==> src/rtl/fmr_div_stage.sv <==
// One registered stage of a restoring divider producing a few quotient bits.
// No package dependency.
`default_nettype none
module fmr_div_stage #(
  parameter int unsigned NW = 17,
  parameter int unsigned DW = 32,
  parameter int unsigned Bits = 4,
  parameter int unsigned PW = 8
) (
  input  wire logic          clk_i,
  input  wire logic          en_i,
  input  wire logic [DW-1:0] den_i,
  input  wire logic [DW-1:0] rem_i,
  input  wire logic [NW-1:0] num_i,
  input  wire logic [NW-1:0] quo_i,
  input  wire logic [PW-1:0] pass_i,
  output logic [DW-1:0]      den_o,
  output logic [DW-1:0]      rem_o,
  output logic [NW-1:0]      num_o,
  output logic [NW-1:0]      quo_o,
  output logic [PW-1:0]      pass_o
);
  logic [DW-1:0] rem_d;
  logic [NW-1:0] num_d, quo_d;

  // Shift in one numerator bit at a time and try the subtract.
  always_comb begin
    logic [DW:0] t;
    rem_d = rem_i;
    num_d = num_i;
    quo_d = quo_i;
    for (int j = 0; j < int'(Bits); j++) begin
      t = {rem_d, num_d[NW-1]};
      num_d = num_d << 1;
      if (t >= {1'b0, den_i}) begin
        t = t - {1'b0, den_i};
        quo_d = {quo_d[NW-2:0], 1'b1};
      end else begin
        quo_d = {quo_d[NW-2:0], 1'b0};
      end
      rem_d = t[DW-1:0];
    end
  end

  always_ff @(posedge clk_i) begin
    if (en_i) begin
      den_o  <= den_i;
      rem_o  <= rem_d;
      num_o  <= num_d;
      quo_o  <= quo_d;
      pass_o <= pass_i;
    end
  end
endmodule
`default_nettype wire

==> config.mk <==
export PLATFORM = sky130hd
export DESIGN_NAME = fmr_div_stage
export DESIGN_NICKNAME = d
export VERILOG_FILES = /design/src/rtl/fmr_div_stage.sv
export SDC_FILE = /design/constraint.sdc
export NUM_CORES = 1
export LEC_CHECK = 0
export BUFFER_PORTS_ARGS = -buffer_cell sky130_fd_sc_hd__buf_4
export CAP_MARGIN = 10
export CORE_ASPECT_RATIO = 0.5
export CORE_MARGIN = 2
export CORE_UTILIZATION = 40
export DETAILED_ROUTE_END_ITERATION = 16
export PLACE_DENSITY = 0.68
export SLEW_MARGIN = 20
export SYNTH_ARGS = -nofsm -noshare
export SYNTH_HDL_FRONTEND = slang
export SYNTH_SLANG_ARGS = --single-unit
==> constraint.sdc <==
create_clock -name clk_i -period 31.3 [get_ports clk_i]
set_clock_uncertainty 0.05 [all_clocks]
set_input_delay 3.13 -clock clk_i [delete_from_list [all_inputs] [get_ports clk_i]]
set_output_delay 3.13 -clock clk_i [all_outputs]
set_load 0.01 [all_outputs]
==> impl_metrics.py <==
metrics = {
    "placement": {
        "dp_worst_setup_slack_ns": 13.91,
        "routabilityCongestion": 0.908,
        "numPortBuffers": 205,
        "dpl.hpwl_um": 29000,
        "dp_cells": 1822,
    },
    "cts": {
        "cts_resized": 0,
        "post_cts_buffers": 0,
        "clkTransAtPathRegs_ns": 0.08,
        "cts_tree": "built",
        "ctsLongestPathBuffers": 2,
        "holdBufCountCts": 0,
        "cts_buffers": 9,
        "clock-sinks": 102,
        "cts_max_level": 3,
        "root_buffer": "clkbuf_16",
    },
    "critical_path": {
        "crit_fanout": 43,
        "critical-path-max-stage-delay_ns": 0.83,
        "cp.arrival_ns": 17.24,
        "end_kind": "flip-flop",
        "critPathRequiredTime_ns": 31.35,
        "path_class": "input port to flip-flop",
        "cp-start-kind": "input port",
        "crit_top_cell": "a21oi_1",
        "cpMaxStageDelayCell": "and2_2",
    },
    "final_layout": {
        "final_cell_mix": "buf_4, a21oi_1, ha_1",
        "fin_nets": 1691,
        "multiInputGateArea_sq_mm": 0.00773,
        "antenna_cells": 0,
        "num-fill-cells": 2612,
        "register_area_sq_mm": 0.00306,
        "fin_cells": 1838,
        "utilization": 0.485,
        "drive_gt1_frac": 0.211,
        "final_common_cell": "buf_4",
        "syn2layout_area_growth_pct": 19.2,
    },
    "drt": {
        "wirelength_um": 35000,
        "ant_nets": 0,
        "drc": 0,
        "wl_per_cell_um": 19.1,
        "vias_per_cell": 5.71,
        "dr.pass1.iters": 5,
        "vias": 10500,
        "drt_iter0_drc": 908,
    },
    "global_route": {
        "grt_max_degree": 80,
        "grtUsageTotal": 0.232,
        "overflow": 0,
        "antenna_found_initial": 0,
        "grt_first_pass_wirelength_um": 53300,
        "grt_pass1_vias": 9872,
    },
    "die": {
        "initial_core_util": 0.407,
        "die_w_um": 241,
        "core_sq_mm": 0.0277,
        "io_pins": 214,
        "die_y_um": 123,
        "rows": 43,
        "dieArea_sq_mm": 0.0296,
    },
    "run_status": {
        "status": "finished clean",
    },
    "sta": {
        "tns_ns": 0,
        "grt_setup_unrepaired": "false",
        "period_share": 0.549,
        "min_period_ns": 17.18,
        "slew_violations": 0,
        "max_freq_mhz": 58.2,
        "tightest_slew_ns": 1.03,
        "worst_slack_ns": 14.12,
        "slew_headroom": 0.312,
        "setup_violations": 0,
        "holdWs_ns": 2.89,
        "final-hold-violation-count": 0,
    },
    "logic_synthesis": {
        "yosys_warnings": 0,
        "syn_area_per_cell_sq_um": 8.90,
        "synth_seq_cells": 102,
        "netlist_instances": 1266,
        "synth_edf_count": 102,
        "synth.distinct_cells": 76,
        "synthArstFlopShare": 0,
        "ys_seq_area_frac": 0.272,
        "synth_area_sq_mm": 0.0113,
        "synth_flop_cell": "edfxtp_1",
    },
    "hold_path": {
        "hold_class": "input port to flip-flop",
    },
    "power": {
        "max-vdd-ir-drop_v": 0.0000941,
        "power_density_mw_per_mm2": 127,
        "p_leak_nw": 6.04,
    },
    "flow_run": {
        "cap_violations": 0,
    },
}
[path summary, 6_finish.rpt]
kind                  depth (start not counted)  startpoint  slack (ns)        to
worst max-delay path                         48   den_i[18]       14.12  rem_o[2]
worst min-delay path                          1    quo_i[3]        2.89  quo_o[7]
[through the flow]
stage	total power [W]	cell area (sq um)
final	0.00170	13400
after global routing	0.00183	13400
after CTS	0.00169	13400
after detailed placement	0.00156	13100
after global placement	0.00153	13100
after floorplan	0.00128	11300
[critical path, delay by kind of cell]
| kind | cells | cell delay [ns] |
|---|---|---|
| compound gates | 21 | 5.24 |
| xor+xnor | 1 | 0.13 |
| fa+ha+maj | 4 | 1.76 |
| buf+inv | 5 | 1.44 |
| mux | 3 | 1.23 |
| simple gates | 14 | 4.23 |
[state kept, by name, summed over array words and instances, names as in the netlist]
signal,flops
den_o,32
rem_o,32
quo_o,17
num_o,13
pass_o,8
[cell type report]
cell class                      count  share of cell area
Clock buffer                        9              0.0168
Tap cell                          382              0.0356
Sequential cell                   102               0.228
Multi-Input combinational cell   1053               0.575
Timing Repair Buffer              208               0.116
Inverter                           77              0.0215
Clock inverter                      7             0.00634
[synth_stat cells (all sizes together) (11+ instances only)]
| master | number | share of area |
|---|---|---|
| a21o | 54 | 0.036 |
| a21oi | 143 | 0.063 |
| a31oi | 14 | 0.0078 |
| and3 | 14 | 0.0078 |
| buf | 21 | 0.013 |
| clkbuf | 16 | 0.0053 |
| edfxtp | 102 | 0.27 |
| ha | 128 | 0.14 |
| inv | 77 | 0.026 |
| mux2 | 61 | 0.069 |
| nand2 | 95 | 0.032 |
| nand2b | 13 | 0.0072 |
| nand3 | 23 | 0.010 |
| nand4 | 19 | 0.011 |
| nor2 | 102 | 0.034 |
| nor2b | 22 | 0.012 |
| nor3 | 15 | 0.0067 |
| o21a | 22 | 0.015 |
| o21ai | 64 | 0.028 |
| o21bai | 20 | 0.013 |
| o31ai | 11 | 0.0085 |
| xnor2 | 75 | 0.058 |
| xor2 | 33 | 0.026 |
[power breakdown]
part | total [W] | internal [W] | switching [W]
combinational | 0.00135 | 0.000642 | 0.000708
clock | 0.000116 | 0.0000572 | 0.0000590
sequential | 0.000237 | 0.000229 | 0.00000888
[metal layers]
metal | share of wire | track usage | routed length, um
met4 | 0.015 | 0.0482 | 512
met5 | 0 | 0 | 0
met2 | 0.44 | 0.365 | 15500
met1 | 0.49 | 0.345 | 17200
met3 | 0.054 | 0.0184 | 1900
[cells by family (layout without fill, tap and decap cells)]
family          after synthesis  count (layout)  share of synthesized area
mux                          70              70                     0.0769
other cells                   1               4                   0.000333
compound gates              402             402                      0.233
buf+inv                     114             301                     0.0436
simple gates                337             337                      0.142
flops                       102             102                      0.272
xor+xnor                    108             108                     0.0839
fa+ha+maj                   132             132                      0.149
Power figures use the tool's default switching activity.
