--- src/rtl/fmr_pkg.sv ---
// Package for the Fresnel mirror reflectance unit.
// Holds the register index codes and the fixed field widths; no dependencies.
`default_nettype none
package fmr_pkg;
  // Width of every vector component, signed Q2.14.
  localparam int unsigned VectorBits = 16;
  localparam int unsigned IndexBits = 16;
  localparam int unsigned KrBits    = 16;
  localparam int unsigned WeightBits = 16;
  localparam int unsigned CfgAddrBits = 1;
  localparam int unsigned CfgDataBits = 16;
  localparam logic [IndexBits-1:0] IndexReset = 16'd4096;

  // Configuration register indexes.
  typedef enum logic [CfgAddrBits-1:0] {
    CFG_INDEX_INSIDE  = 1'b0,
    CFG_INDEX_OUTSIDE = 1'b1
  } cfg_reg_e;

  // Width of the Fresnel cosine, unsigned Q.15 up to 1.0.
  localparam int unsigned CosBits = 16;
  // Width of the radicand A*A*2^30 (A up to 16 bits).
  localparam int unsigned RadBits = 62;
  localparam int unsigned RootBits = RadBits / 2;
  localparam int unsigned RatioBits = 17;
endpackage
`default_nettype wire

--- src/rtl/fmr_isqrt_stage.sv ---
// One registered stage of the restoring integer square root (two root bits).
// Uses fmr_pkg for the radicand width.
`default_nettype none
module fmr_isqrt_stage #(
  parameter int unsigned Step = 0,
  parameter int unsigned PW = 8
) (
  input  wire logic                           clk_i,
  input  wire logic                           en_i,
  input  wire logic [fmr_pkg::RadBits-1:0]    rem_i,
  input  wire logic [fmr_pkg::RootBits-1:0]   root_i,
  input  wire logic [PW-1:0]                  pass_i,
  output logic [fmr_pkg::RadBits-1:0]         rem_o,
  output logic [fmr_pkg::RootBits-1:0]        root_o,
  output logic [PW-1:0]                       pass_o
);
  localparam int unsigned RB = fmr_pkg::RadBits;
  localparam int unsigned QB = fmr_pkg::RootBits;
  logic [RB-1:0] rem_d;
  logic [QB-1:0] root_d;

  // Two digits of the root per stage, each a trial subtract.
  // With an odd root width the last stage settles only one digit.
  always_comb begin
    logic [RB-1:0] r;
    logic [QB-1:0] q;
    logic [RB:0]   trial;
    int unsigned   k;
    r = rem_i;
    q = root_i;
    for (int j = 0; j < 2; j++) begin
      if (Step * 2 + j < QB) begin
        k = QB - 1 - (Step * 2 + j);
        trial = {1'b0, r} - (({{(RB+1-QB){1'b0}}, q} << (k + 1)) |
                ({{RB{1'b0}}, 1'b1} << (2 * k)));
        if (!trial[RB]) begin
          r = trial[RB-1:0];
          q = q | (QB'(1) << k);
        end
      end
    end
    rem_d = r;
    root_d = q;
  end

  always_ff @(posedge clk_i) begin
    if (en_i) begin
      rem_o  <= rem_d;
      root_o <= root_d;
      pass_o <= pass_i;
    end
  end
endmodule
`default_nettype wire

--- config.mk ---
export PLATFORM = sky130hd
export DESIGN_NAME = fmr_isqrt_stage
export DESIGN_NICKNAME = d
export VERILOG_FILES = /design/src/rtl/fmr_pkg.sv /design/src/rtl/fmr_isqrt_stage.sv
export SDC_FILE = /design/constraint.sdc
export NUM_CORES = 1
export LEC_CHECK = 0
export ABC_AREA = 0
export BUFFER_PORTS_ARGS = -buffer_cell sky130_fd_sc_hd__clkbuf_2
export CAP_MARGIN = 20
export CORE_MARGIN = 3
export CORE_UTILIZATION = 25
export CTS_BUF_LIST = sky130_fd_sc_hd__clkbuf_8
export DETAILED_ROUTE_END_ITERATION = 7
export PLACE_DENSITY_LB_ADDON = 0.3
export SYNTH_ARGS = -nofsm -noshare
export SYNTH_HDL_FRONTEND = slang
export SYNTH_SLANG_ARGS = --single-unit
--- constraint.sdc ---
create_clock -name clk_i -period 6.3 [get_ports clk_i]
set_clock_uncertainty 0.2 [all_clocks]
set_input_delay 0.945 -clock clk_i [delete_from_list [all_inputs] [get_ports clk_i]]
set_output_delay 0.945 -clock clk_i [all_outputs]
set_load 0.05 [all_outputs]
==> flow_metrics.py <==
metrics = {
    "run_status": {
        "status": "finished clean",
    },
    "die": {
        "start_util": 0.2570,
        "fp.dieH_um": 175.9,
        "ios": 204,
        "coreArea_mm2": 0.02809,
        "num_rows": 61,
        "die-area_mm2": 0.03095,
        "fp.dieW_um": 175.9,
    },
    "yosys": {
        "synth-edff-count": 101,
        "synthCells": 704,
        "synth.yosys.seq_area_share": 0.4202,
        "synth_compound_area_frac": 0.2023,
        "yosys.area_share.simple": 0.1215,
        "synthAdderAreaFrac": 0.1096,
        "ys_async_sr_fraction": 0,
        "synthFlopType": "edfxtp_1",
        "synth_cell_types": 63,
        "muxShareOfSynthArea": 0.06050,
        "synth-xor-area-share": 0.04368,
        "synth.net_count": 869,
        "yosysWarnings": 0,
        "syn_area_per_cell_um2": 10.25,
        "syn-cell-area_mm2": 0.007218,
        "synth_top_family_by_area": "compound AO/OA/AOI/OAI gates",
        "synth_seq_cells": 101,
    },
    "setup_path": {
        "end_kind": "register",
        "cp_slowest_cell": "o21ai_0",
        "crit_fanout": 9,
        "cp-startpoint": "root_i[2]",
        "cp-start-kind": "input port",
        "crit_required_ps": 6240,
        "crit_chain": "clkbuf_2, inv_1, ha_1, nor2b_1, o31a_1, o21ai_0, o21ai_1, buf_4, a221oi_1, buf_4, o21bai_1, xnor2_1, o21ai_0, ha_1, a21o_1, a21o_1, nor3_1, a21oi_1, and2_1, a211oi_4, buf_12, buf_12, mux2_4",
        "worstPathArrival_ps": 5910,
        "crit_path_max_incr_delay_ps": 470,
        "crit_type": "in -> reg",
    },
    "pwr": {
        "power_density_mw_per_mm2": 271.2,
        "power_mw": 2.649,
        "power.leakage_nw": 4.495,
        "vdd_drop_max_mv": 0.1053,
    },
    "clock_network": {
        "cts_tree": "yes",
        "clock_path_buffers": 2,
        "clk_pin_slew_ps": 120,
        "ctsHoldBuffers": 0,
        "cts-root-buf": "clkbuf_8",
        "ctsResizeCount": 0,
        "htree_levels": 3,
        "post_cts_buffers": 0,
        "clkSinkCount": 101,
        "cts_inserted_buffers": 9,
    },
    "min_path": {
        "min_path_type": "in -> reg",
        "min_from": "pass_i[6]",
    },
    "cells_and_area": {
        "fin_util": 0.3478,
        "n_fill_cell": 2971,
        "area_growth_pct": 35.34,
        "register_area_mm2": 0.003033,
        "final_area_mm2": 0.009769,
        "drive_gt1_frac": 0.3607,
        "finalNetCount": 1183,
        "multiInputGateArea_mm2": 0.003882,
        "stdcell_count": 1401,
        "antenna_cells": 0,
    },
    "global_route": {
        "grt_pass1_wl_um": 34470,
        "grt_max_degree": 53,
        "grtUsageTotal": 0.1408,
        "antenna_found_initial": 1,
        "first_global_vias": 6397,
        "grt_overflow_total": 0,
    },
    "routing": {
        "final_antenna_net_count": 0,
        "totalWireLength_um": 22160,
        "drcViolationCount": 0,
        "via_per_inst": 4.655,
        "first_iter_violations": 375,
        "drtPass1Iterations": 5,
        "vias": 6522,
        "wl_per_cell_um": 15.82,
    },
    "sta": {
        "relSlewSlack": 0.5172,
        "worst_pin_slew_ps": 724.2,
        "grt_setup_unrepaired": "no",
        "max_freq_mhz": 167.4,
        "slew_violations": 0,
        "hold_ws_ps": 520.6,
        "hold_viol": 0,
        "fin_crit_sh": 0.9482,
        "setup_viol": 0,
        "fin_crit_ps": 5974,
    },
    "placed_design": {
        "dp.cells": 1385,
        "gp_congestion": 0.8313,
        "postPlaceCellArea_mm2": 0.009570,
        "io_buffers": 203,
        "place_hpwl_um": 18140,
    },
    "run": {
        "drv_cap": 0,
    },
}
[path summary, 6_finish.rpt]
kind,depth (start not counted),endpoint
worst min-delay path,1,pass_o[6]
worst max-delay path,23,rem_o[35]
[cells in the mapped netlist, types with 4 or more instances]
cell type | number | area (um2)
o31ai_1 | 6 | 45.04
xor2_1 | 14 | 122.6
nand3_1 | 14 | 70.07
mux2_1 | 5 | 56.30
nor2_1 | 57 | 214.0
a21o_1 | 18 | 135.1
buf_2 | 4 | 20.02
a21oi_1 | 54 | 270.3
o21a_1 | 11 | 82.58
o31a_1 | 7 | 61.31
inv_1 | 54 | 202.7
edfxtp_1 | 101 | 3033
a211oi_1 | 14 | 105.1
o21ai_0 | 42 | 210.2
o211ai_1 | 5 | 37.54
ha_1 | 60 | 750.7
mux2i_1 | 8 | 80.08
clkbuf_1 | 10 | 37.54
a221oi_1 | 7 | 61.31
nor3_1 | 17 | 85.08
o21bai_1 | 7 | 52.55
a31oi_1 | 5 | 31.28
and2_1 | 7 | 43.79
a21boi_0 | 6 | 45.04
nor2b_1 | 8 | 50.05
a2111oi_0 | 4 | 35.03
nand2_1 | 50 | 187.7
buf_6 | 4 | 45.04
nand4_1 | 5 | 31.28
xnor2_1 | 22 | 192.7
mux2_4 | 20 | 300.3
nand2b_1 | 9 | 56.30
[critical path: cells and delay by family]
kind	cells	cell delay, ps
xor+xnor	1	130
mux	1	310
buf+inv	6	880
fa+ha+maj	2	650
compound gates	10	2460
simple gates	3	550
[flip-flops by register name, summed over array words and instances, names as in the netlist]
name,flops
rem_o,62
root_o,31
pass_o,8
[kinds of logic (layout without fill, tap and decap cells)]
group | count (synthesis) | in the layout
AOI/OAI and AO/OA | 214 | 214
xor gates and xnor gates | 36 | 36
adders and majority gates | 62 | 62
buffers and inverters | 72 | 391
DFF | 101 | 101
muxes | 33 | 33
and+or+nand+nor | 186 | 186
[cell usage in the layout (no fill, tap or decap), drive strengths merged, types with 7 or more instances in the layout]
cell type,count
a211oi,15
a21o,18
a21oi,55
a221oi,9
and2,7
buf,119
clkbuf,211
edfxtp,101
ha,60
inv,58
mux2,25
mux2i,8
nand2,50
nand2b,9
nand3,14
nor2,57
nor2b,8
nor3,17
o21a,11
o21ai,44
o21bai,7
o31a,7
o31ai,7
xnor2,22
xor2,14
[stage by stage]
step           setup TNS [ps]  setup slack, ps
4_1_cts                     0            348.0
5_1_grt                     0            15.68
6_report                    0            326.3
2_1_floorplan               0            27.98
3_3_place_gp           -778.9           -48.02
3_5_place_dp            -1476           -81.24
[routing by layer]
layer / global-route usage / share of wire
met4: 0.03101 / 0.013
met2: 0.2295 / 0.44
met1: 0.1907 / 0.48
met5: 0 / 0.00090
met3: 0.03243 / 0.065
[power by group]
part           switching, mW  internal [mW]
combinational          0.803          0.529
sequential            0.0270          0.855
clock                  0.277          0.158
[final cells by class]
cell class,count,share of cell area
Inverter,54,0.02075
Sequential cell,101,0.3105
Tap cell,378,0.04841
Clock buffer,9,0.01268
Timing Repair Buffer,321,0.2026
Clock inverter,7,0.007684
Multi-Input combinational cell,531,0.3974
No activity file was read; power rests on OpenSTA's default activity.
